File: config.mk
export PLATFORM = sky130hd
export DESIGN_NAME = gregorian_date_offset_top
export DESIGN_NICKNAME = d
export VERILOG_FILES = /design/src/rtl/core/gdo_pkg.sv /design/src/rtl/core/gdo_ctrl.sv /design/src/rtl/core/gdo_dp.sv /design/src/rtl/core/gregorian_date_offset_top.sv
export SDC_FILE = /design/constraint.sdc
export NUM_CORES = 1
export LEC_CHECK = 0
export BUFFER_PORTS_ARGS = -buffer_cell sky130_fd_sc_hd__buf_2
export CORE_MARGIN = 1
export CORE_UTILIZATION = 29
export DETAILED_ROUTE_END_ITERATION = 10
export SLEW_MARGIN = 20
export SYNTH_ARGS = -nofsm -noshare
export SYNTH_HDL_FRONTEND = slang
export SYNTH_SLANG_ARGS = --single-unit
File: constraint.sdc
create_clock -name i_clk -period 16.4 [get_ports i_clk]
set_input_delay 0 -clock i_clk [delete_from_list [all_inputs] [get_ports i_clk]]
set_output_delay 0 -clock i_clk [all_outputs]
set_load 0.05 [all_outputs]
File: src/rtl/core/gdo_pkg.sv
package gdo_pkg;

    // Field widths
    localparam int YEAR_W     = 14;
    localparam int MONTH_W    = 4;
    localparam int DAY_W      = 5;
    localparam int OFS_W      = 17;
    localparam int STAT_W     = 2;
    localparam int IN_DATA_W  = 40;
    localparam int OUT_DATA_W = 24;
    localparam int DAY_ACC_W  = 18;

    // Defaults and limits
    localparam int YEAR_MAX_DEF = 9999;
    localparam int MAX_OFFSET   = 65535;
    // Saturation point for the offset magnitude (magnitude never exceeds MAX_OFFSET, 65535)
    localparam logic [OFS_W-1:0] MAG_SAT =
        (MAX_OFFSET >= 65536) ? OFS_W'(65536) : OFS_W'(MAX_OFFSET);

    // Result status codes
    typedef enum logic [STAT_W-1:0] {
        ST_OK         = 2'd0,
        ST_BAD_START  = 2'd1,
        ST_YEAR_RANGE = 2'd2
    } t_status;

    // Controller to datapath
    typedef struct packed {
        logic load;
        logic init;
        logic step;
        logic emit;
    } t_dp_cmd;

    // Datapath to controller
    typedef struct packed {
        logic walk_done;
        logic out_free;
    } t_dp_sts;

    // Month lengths, common year then leap year
    localparam logic [DAY_W-1:0] MONTH_LEN [0:1][0:11] = '{
        '{5'd31, 5'd28, 5'd31, 5'd30, 5'd31, 5'd30, 5'd31, 5'd31, 5'd30, 5'd31, 5'd30, 5'd31},
        '{5'd31, 5'd29, 5'd31, 5'd30, 5'd31, 5'd30, 5'd31, 5'd31, 5'd30, 5'd31, 5'd30, 5'd31}
    };

    // Leap rule from year mod 100 and (year / 100) mod 4
    function automatic logic f_leap(input logic [6:0] ymod, input logic [1:0] cent);
        logic res;
        if (ymod == 7'd0) begin
            res = (cent == 2'd0);
        end else begin
            res = (ymod[1:0] == 2'd0);
        end
        return res;
    endfunction

    // Length of month m (1..12); zero for a month code that means nothing
    function automatic logic [DAY_W-1:0] f_days_in(input logic [MONTH_W-1:0] m,
                                                   input logic leap);
        logic [MONTH_W-1:0] idx;
        logic [DAY_W-1:0]   res;
        idx = m - 4'd1;
        if (idx < 4'd12) begin
            res = MONTH_LEN[leap][idx];
        end else begin
            res = '0;
        end
        return res;
    endfunction

endpackage

File: src/rtl/core/gdo_ctrl.sv
module gdo_ctrl (
    input  logic             i_clk,
    input  logic             i_rst_n,
    input  logic             i_in_valid,
    output logic             o_in_ready,
    output gdo_pkg::t_dp_cmd o_cmd,
    input  gdo_pkg::t_dp_sts i_sts
);
    import gdo_pkg::*;

    typedef enum logic [1:0] {
        S_IDLE,
        S_INIT,
        S_WALK,
        S_EMIT
    } t_state;

    t_state r_state;
    t_state n_state;

    // Next state and command decode
    always_comb begin
        n_state    = r_state;
        o_cmd      = '0;
        unique case (r_state)
            S_IDLE: begin
                if (i_in_valid) begin
                    o_cmd.load = 1'b1;
                    n_state    = S_INIT;
                end
            end
            S_INIT: begin
                o_cmd.init = 1'b1;
                n_state    = S_WALK;
            end
            S_WALK: begin
                if (i_sts.walk_done) begin
                    n_state = S_EMIT;
                end else begin
                    o_cmd.step = 1'b1;
                end
            end
            S_EMIT: begin
                if (i_sts.out_free) begin
                    o_cmd.emit = 1'b1;
                    n_state    = S_IDLE;
                end
            end
            default: n_state = S_IDLE;
        endcase
    end

    assign o_in_ready = (r_state == S_IDLE);

    // State register
    always_ff @(posedge i_clk) begin
        if (!i_rst_n) begin
            r_state <= S_IDLE;
        end else begin
            r_state <= n_state;
        end
    end

endmodule

File: src/rtl/core/gdo_dp.sv
module gdo_dp #(
    parameter int YEAR_MAX = gdo_pkg::YEAR_MAX_DEF
) (
    input  logic                               i_clk,
    input  logic                               i_rst_n,
    input  gdo_pkg::t_dp_cmd                   i_cmd,
    output gdo_pkg::t_dp_sts                   o_sts,
    input  logic [gdo_pkg::IN_DATA_W-1:0]      i_in_data,
    input  logic                               i_in_func,
    output logic                               o_out_valid,
    input  logic                               i_out_ready,
    output logic [gdo_pkg::OUT_DATA_W-1:0]     o_out_data,
    output logic [gdo_pkg::STAT_W-1:0]         o_out_status
);
    import gdo_pkg::*;

    // Walk year width covers both the input field and the year limit
    localparam int YR_W = ($clog2(YEAR_MAX + 1) > YEAR_W) ? $clog2(YEAR_MAX + 1) : YEAR_W;
    localparam logic [YR_W-1:0] YMAX = YR_W'(YEAR_MAX);

    // Start beat
    logic                    r_func;
    logic [YEAR_W-1:0]       r_start_year;
    logic [MONTH_W-1:0]      r_start_month;
    logic [DAY_W-1:0]        r_start_day;
    logic [OFS_W-1:0]        r_raw;
    logic [7:0]              r_quot;

    // Walk state
    logic [YR_W-1:0]         r_year;
    logic [MONTH_W-1:0]      r_month;
    logic signed [DAY_ACC_W-1:0] r_d;
    logic                    r_fwd;
    logic [6:0]              r_ymod;
    logic [1:0]              r_cent;
    t_status                 r_status;

    // Output register
    logic                    r_out_valid;
    logic [YEAR_W-1:0]       r_out_year;
    logic [MONTH_W-1:0]      r_out_month;
    logic [DAY_W-1:0]        r_out_day;
    t_status                 r_out_status;

    // year / 100 by reciprocal, exact for any 14-bit year
    logic [26:0] w_prod;
    logic [7:0]  w_quot;
    assign w_prod = 27'(i_in_data[YEAR_W-1:0]) * 27'(5243);
    assign w_quot = w_prod[26:19];

    // Setup: year mod 100, start validity, magnitude and direction
    logic [YEAR_W-1:0]       w_q100;
    logic [YEAR_W-1:0]       w_rem;
    logic [6:0]              w_ymod0;
    logic                    w_leap0;
    logic                    w_bad;
    logic [OFS_W-1:0]        w_mag_raw;
    logic [OFS_W-1:0]        w_mag;
    logic                    w_fwd0;
    logic signed [DAY_ACC_W-1:0] w_d0;

    assign w_q100    = YEAR_W'(r_quot) * YEAR_W'(100);
    assign w_rem     = r_start_year - w_q100;
    assign w_ymod0   = w_rem[6:0];
    assign w_leap0   = f_leap(w_ymod0, r_quot[1:0]);
    assign w_bad     = (YR_W'(r_start_year) > YMAX) || (r_start_month < 4'd1) ||
                       (r_start_month > 4'd12) || (r_start_day < 5'd1) ||
                       (r_start_day > f_days_in(r_start_month, w_leap0));
    assign w_mag_raw = r_raw[OFS_W-1] ? (OFS_W'(0) - r_raw) : r_raw;
    assign w_mag     = (w_mag_raw > MAG_SAT) ? MAG_SAT : w_mag_raw;
    assign w_fwd0    = (r_func == 1'b0) != r_raw[OFS_W-1];
    assign w_d0      = w_fwd0 ?
                       ($signed(DAY_ACC_W'(r_start_day)) + $signed(DAY_ACC_W'(w_mag))) :
                       ($signed(DAY_ACC_W'(r_start_day)) - $signed(DAY_ACC_W'(w_mag)));

    // Walk step: one month per cycle
    logic                    w_leap;
    logic [DAY_W-1:0]        w_dim;
    logic [DAY_W-1:0]        w_prev_dim;
    logic                    w_more;
    assign w_leap     = f_leap(r_ymod, r_cent);
    assign w_dim      = f_days_in(r_month, w_leap);
    assign w_prev_dim = f_days_in(r_month - 4'd1, w_leap);
    assign w_more     = r_fwd ? (r_d > $signed(DAY_ACC_W'(w_dim))) :
                                (r_d < $signed(DAY_ACC_W'(1)));

    assign o_sts.walk_done = (r_status != ST_OK) || !w_more;
    assign o_sts.out_free  = !r_out_valid || i_out_ready;

    // Datapath registers
    always_ff @(posedge i_clk) begin
        if (i_cmd.load) begin
            r_func        <= i_in_func;
            r_start_year  <= i_in_data[13:0];
            r_start_month <= i_in_data[17:14];
            r_start_day   <= i_in_data[22:18];
            r_raw         <= i_in_data[39:23];
            r_quot        <= w_quot;
        end
        if (i_cmd.init) begin
            r_year   <= YR_W'(r_start_year);
            r_month  <= r_start_month;
            r_ymod   <= w_ymod0;
            r_cent   <= r_quot[1:0];
            r_fwd    <= w_fwd0;
            r_d      <= w_d0;
            r_status <= w_bad ? ST_BAD_START : ST_OK;
        end else if (i_cmd.step) begin
            if (r_fwd) begin
                if (r_month == 4'd12) begin
                    if (r_year >= YMAX) begin
                        r_status <= ST_YEAR_RANGE;
                    end else begin
                        r_d     <= r_d - $signed(DAY_ACC_W'(w_dim));
                        r_year  <= r_year + YR_W'(1);
                        r_month <= 4'd1;
                        r_ymod  <= (r_ymod == 7'd99) ? 7'd0 : r_ymod + 7'd1;
                        r_cent  <= (r_ymod == 7'd99) ? r_cent + 2'd1 : r_cent;
                    end
                end else begin
                    r_d     <= r_d - $signed(DAY_ACC_W'(w_dim));
                    r_month <= r_month + 4'd1;
                end
            end else begin
                if (r_month == 4'd1) begin
                    if (r_year == '0) begin
                        r_status <= ST_YEAR_RANGE;
                    end else begin
                        // December is 31 days in every year
                        r_d     <= r_d + $signed(DAY_ACC_W'(31));
                        r_year  <= r_year - YR_W'(1);
                        r_month <= 4'd12;
                        r_ymod  <= (r_ymod == 7'd0) ? 7'd99 : r_ymod - 7'd1;
                        r_cent  <= (r_ymod == 7'd0) ? r_cent - 2'd1 : r_cent;
                    end
                end else begin
                    r_d     <= r_d + $signed(DAY_ACC_W'(w_prev_dim));
                    r_month <= r_month - 4'd1;
                end
            end
        end
    end

    // Output payload; an error echoes the start date
    always_ff @(posedge i_clk) begin
        if (i_cmd.emit) begin
            r_out_status <= r_status;
            if (r_status == ST_OK) begin
                r_out_year  <= r_year[YEAR_W-1:0];
                r_out_month <= r_month;
                r_out_day   <= r_d[DAY_W-1:0];
            end else begin
                r_out_year  <= r_start_year;
                r_out_month <= r_start_month;
                r_out_day   <= r_start_day;
            end
        end
    end

    // Output beat valid
    always_ff @(posedge i_clk) begin
        if (!i_rst_n) begin
            r_out_valid <= 1'b0;
        end else if (i_cmd.emit) begin
            r_out_valid <= 1'b1;
        end else if (i_out_ready) begin
            r_out_valid <= 1'b0;
        end
    end

    assign o_out_valid  = r_out_valid;
    assign o_out_data   = {1'b0, r_out_day, r_out_month, r_out_year};
    assign o_out_status = r_out_status;

endmodule

File: src/rtl/core/gregorian_date_offset_top.sv
// One request is worked on at a time; the month walk advances one month per cycle
// through days-in-month lookups and a single day accumulator.
// The next input beat is taken while a finished result waits in the output register.
// Reset: synchronous, active low; clears the controller state and output valid.
module gregorian_date_offset_top #(
    parameter int YEAR_MAX = gdo_pkg::YEAR_MAX_DEF
) (
    input  logic                            i_clk,
    input  logic                            i_rst_n,
    input  logic                            s_axis_tvalid,
    output logic                            s_axis_tready,
    // [13:0] start_year, [17:14] start_month, [22:18] start_day, [39:23] offset_days
    input  logic [gdo_pkg::IN_DATA_W-1:0]   s_axis_tdata,
    // [0] func
    input  logic                            s_axis_tuser,
    output logic                            m_axis_tvalid,
    input  logic                            m_axis_tready,
    // [13:0] result_year, [17:14] result_month, [22:18] result_day, [23] zero
    output logic [gdo_pkg::OUT_DATA_W-1:0]  m_axis_tdata,
    // [1:0] status
    output logic [gdo_pkg::STAT_W-1:0]      m_axis_tuser
);
    import gdo_pkg::*;

    t_dp_cmd w_cmd;
    t_dp_sts w_sts;

    gdo_ctrl u_ctrl (
        .i_clk      (i_clk),
        .i_rst_n    (i_rst_n),
        .i_in_valid (s_axis_tvalid),
        .o_in_ready (s_axis_tready),
        .o_cmd      (w_cmd),
        .i_sts      (w_sts)
    );

    gdo_dp #(
        .YEAR_MAX (YEAR_MAX)
    ) u_dp (
        .i_clk        (i_clk),
        .i_rst_n      (i_rst_n),
        .i_cmd        (w_cmd),
        .o_sts        (w_sts),
        .i_in_data    (s_axis_tdata),
        .i_in_func    (s_axis_tuser),
        .o_out_valid  (m_axis_tvalid),
        .i_out_ready  (m_axis_tready),
        .o_out_data   (m_axis_tdata),
        .o_out_status (m_axis_tuser)
    );

endmodule

==> flow_summary.yaml <==
die:
  die_x_um: 206.6
  io_pins: 73
  die-area_um2: 42660
  core.rowCount: 74
  core_area_um2: 41020
  die_h_um: 206.6
  initial_core_util: 0.2958
routing:
  postRouteWirelength_um: 28610
  drt.antenna.violating_nets: 0
  initialDrtViolationCount: 576
  firstDrtPassIters: 10
  detailroute.via_count: 9302
  remaining_drc_errors: 9
  detail_route.vias_per_cell: 4.943
  post_drt_wl_per_cell_um: 15.20
timing:
  max_slew.worst_pin.slew_ns: 0.8675
  grt_setup_unrepaired: "false"
  finalHoldViolCount: 0
  fin_skew_ns: 0.005645
  final_max_slew_viol_count: 0
  timing.fmax_mhz: 190.6
  finalSetupTns_ns: 0
  timing.final.crit_share: 0.3199
  slew_headroom: 0.4172
  setup-violations-final: 0
  fin_crit_ns: 5.246
grt:
  antenna_found_initial: 0
  first_pass_grt_wire_length_um: 46600
  global_route_usage_sum: 0.1388
  grt_start_max_net_pins: 65
  vias_in_the_first_global_route: 9040
  remaining_overflow_grt: 0
place:
  port_buffers: 71
  routability_driven_placement_congestion_ratio: 0.8850
  hpwl_um: 22370
clock_network:
  cts_hold_repair.buffers: 43
  cts_tree: "yes"
  numClockSinks: 122
  cts_htree_levels: 4
  cts_buffers: 17
  post-cts-setup-buffer-count: 0
  insertion_delay_ns: 0.44
  clkTransAtPathRegs_ns: 0.06
  cts_root_buf: "sky130_fd_sc_hd__clkbuf_16"
  cts_buffer_depth: 2
  postCtsResizedCells: 0
critical_path:
  number_of_cells_on_the_worst_reg_to_reg_path: 18
  worstSetupEndpointType: "flip-flop"
  timing.critical_path.from: "u_dp.r_raw[2]$_DFFE_PP_"
  worst_r2r_startpoint: "u_dp.r_raw[2]$_DFFE_PP_"
  worst_ep_required_time_ns: 16.69
  rrSetupSlack_ns: 11.15
  path_max_fanout: 15
  path_class: "flip-flop to flip-flop"
  crit_path_start_kind: "flip-flop"
  cp_data_arrival_time_ns: 5.54
  endpoint: "u_dp.r_d[12]$_DFFE_PP_"
  worst_reg2reg_endpoint: "u_dp.r_d[12]$_DFFE_PP_"
synthesis:
  synth_async_sr_flop_share: 0
  netlist_top_cells_count: "160 x sky130_fd_sc_hd__inv_1, 138 x sky130_fd_sc_hd__ha_1, 119 x sky130_fd_sc_hd__edfxtp_1"
  synth_edf_count: 119
  netlist.top_cell.by_area: "sky130_fd_sc_hd__edfxtp_1"
  synthCells: 1243
  ys_dominant_reg_cell: "sky130_fd_sc_hd__edfxtp_1"
  ys_warn_count: 0
  postSynthNetCount: 1493
  yosys.cell_types.count: 93
  syn_area_per_cell_um2: 9.762
  netlist_top_cells_area: "sky130_fd_sc_hd__edfxtp_1 29%, sky130_fd_sc_hd__ha_1 14%, sky130_fd_sc_hd__fa_1 11%"
  synthesis.area_um2: 12130
  postSynthRegisterBits: 122
  seq_area_frac_synth: 0.2994
  synthMostInstantiatedCell: "sky130_fd_sc_hd__inv_1"
  synth_top_area_share: 0.2945
layout:
  synthToLayoutAreaGrowth_pct: 16.33
  drive_above_1_share: 0.1207
  core_util_final: 0.3442
  num_antenna_cells: 0
  final_net_count: 1588
  final.fill_count: 4097
status:
  failed_checks: "design-rule violations"
  outcome: "complete, but fails checks"
power:
  total_leakage_power_uw: 0.005825
  power.density_nw_per_um2: 194.7
  power.ir.vdd_worst_mv: 0.1010
job:
  max_cap_violations: 0
hold_path:
  timing.hold.worst.class: "input port to flip-flop"
## how the worst min path moves through the flow
stage                                start                             end  slack [ns]  depth (start not counted)
final                        s_axis_tvalid  u_ctrl.r_state[0]$_SDFFE_PN0P_        0.14                          5
after global placement    s_axis_tdata[36]        u_dp.r_raw[13]$_DFFE_PP_        0.18                          1
after detailed placement  s_axis_tdata[22]   u_dp.r_start_day[4]$_DFFE_PP_        0.18                          1
after floorplan               s_axis_tuser           u_dp.r_func$_DFFE_PP_         0.1                          0
after CTS                    s_axis_tvalid  u_ctrl.r_state[0]$_SDFFE_PN0P_        0.14                          5
after global routing         s_axis_tvalid  u_ctrl.r_state[0]$_SDFFE_PN0P_        0.19                          5
## sequential cells by signal (all words and copies together), names as in the netlist, 2 cells and up
signal              cells
u_dp.r_d               18
u_dp.r_quot             5
u_dp.r_start_year      14
u_ctrl.r_state          2
u_dp.r_raw             17
u_dp.r_out_day          5
u_dp.r_status           2
u_dp.r_ymod             7
u_dp.r_year            14
u_dp.r_out_year        14
u_dp.r_out_month        4
u_dp.r_start_month      4
u_dp.r_cent             2
u_dp.o_out_status       2
u_dp.r_start_day        5
u_dp.r_month            4
## per-layer routing
metal | routed length (um) | track usage | up-vias
li1 | - | - | 4611
met1 | 13640 | 0.1941 | 4466
met2 | 13120 | 0.2200 | 206
met3 | 1489 | 0.02214 | 19
met4 | 371 | 0.03965 | 0
met5 | 0 | 0 | -
## per-stage QoR
step / power [uW] / instances / area, um^2 / hold WS, ns / worst slack [ns]
after CTS: 2766 / 1882 / 14110 / 0.1396 / 11.03
after global placement: 2277 / 1808 / 13030 / 0.1776 / 11.19
after detailed placement: 2315 / 1808 / 13030 / 0.1781 / 11.05
after floorplan: 1934 / 1243 / 12130 / 0.09887 / 10.84
final: 2748 / 1882 / 14120 / 0.1390 / 11.15
after global routing: 3016 / 1882 / 14120 / 0.1879 / 10.82
## power breakdown
part | internal [uW] | leakage [uW] | switching, uW
Combinational | 694 | 0.00438 | 969
Sequential | 536 | 0.00114 | 125
Clock | 282 | 0.000309 | 141
Total | 1510 | 0.00582 | 1240
## cells in the final DEF (no fill, tap or decap), types with 12 or more instances in the layout
cell type / netlist / routed
sky130_fd_sc_hd__a21oi_1: 69 / 69
sky130_fd_sc_hd__nor2_1: 59 / 58
sky130_fd_sc_hd__ha_1: 138 / 137
sky130_fd_sc_hd__xor2_1: 28 / 28
sky130_fd_sc_hd__buf_2: 3 / 71
sky130_fd_sc_hd__o21ai_0: 67 / 65
sky130_fd_sc_hd__nor3_1: 29 / 29
sky130_fd_sc_hd__nor4_1: 17 / 17
sky130_fd_sc_hd__nor2b_1: 14 / 13
sky130_fd_sc_hd__inv_1: 160 / 160
sky130_fd_sc_hd__mux2i_1: 12 / 12
sky130_fd_sc_hd__edfxtp_1: 119 / 119
sky130_fd_sc_hd__a31oi_1: 15 / 15
sky130_fd_sc_hd__dlygate4sd3_1: 0 / 43
sky130_fd_sc_hd__mux2_2: 18 / 18
sky130_fd_sc_hd__fa_1: 67 / 67
sky130_fd_sc_hd__nand3_1: 20 / 20
sky130_fd_sc_hd__clkbuf_16: 0 / 17
sky130_fd_sc_hd__xnor2_1: 59 / 59
sky130_fd_sc_hd__nand2_1: 89 / 89
sky130_fd_sc_hd__a21o_1: 15 / 15
sky130_fd_sc_hd__o31ai_1: 13 / 13
## layout make-up
cell class | instances | area [um^2] | share of cell area
Multi-Input combinational cell | 911 | 7702 | 0.5456
Clock buffer | 18 | 429.2 | 0.03040
Inverter | 164 | 615.6 | 0.04361
Timing Repair Buffer | 122 | 845.8 | 0.05992
Sequential cell | 122 | 3633 | 0.2574
Tap cell | 532 | 665.6 | 0.04715
Clock inverter | 13 | 224.0 | 0.01587
## worst max-delay path: stages, from the launching register on
cell and delay [ns]:
sky130_fd_sc_hd__edfxtp_1 0.52, sky130_fd_sc_hd__or3_1 0.67, sky130_fd_sc_hd__nor4_4 0.56, sky130_fd_sc_hd__nand2_1 0.39
sky130_fd_sc_hd__o211a_1 0.28, sky130_fd_sc_hd__ha_1 0.28, sky130_fd_sc_hd__nand2_1 0.05, sky130_fd_sc_hd__o21ai_0 0.13
sky130_fd_sc_hd__inv_1 0.10, sky130_fd_sc_hd__fa_1 0.42, sky130_fd_sc_hd__inv_1 0.07, sky130_fd_sc_hd__a21oi_1 0.06
sky130_fd_sc_hd__o21bai_1 0.20, sky130_fd_sc_hd__a21oi_1 0.12, sky130_fd_sc_hd__a211o_4 0.35, sky130_fd_sc_hd__nor2_4 0.11
sky130_fd_sc_hd__nand2_2 0.10, sky130_fd_sc_hd__or4_1 0.53, sky130_fd_sc_hd__a31oi_1 0.16
## cells by family after synthesis
logic type	synth area share
XOR/XNOR	0.06775
other	0.0003090
buffers and inverters	0.06775
flip-flops	0.2994
multiplexers	0.02846
AO/OA/AOI/OAI	0.1586
adder cells (fa/ha/maj)	0.2528
AND/OR/NAND/NOR	0.1249
Note: power is estimated with default switching activity, not from simulation.
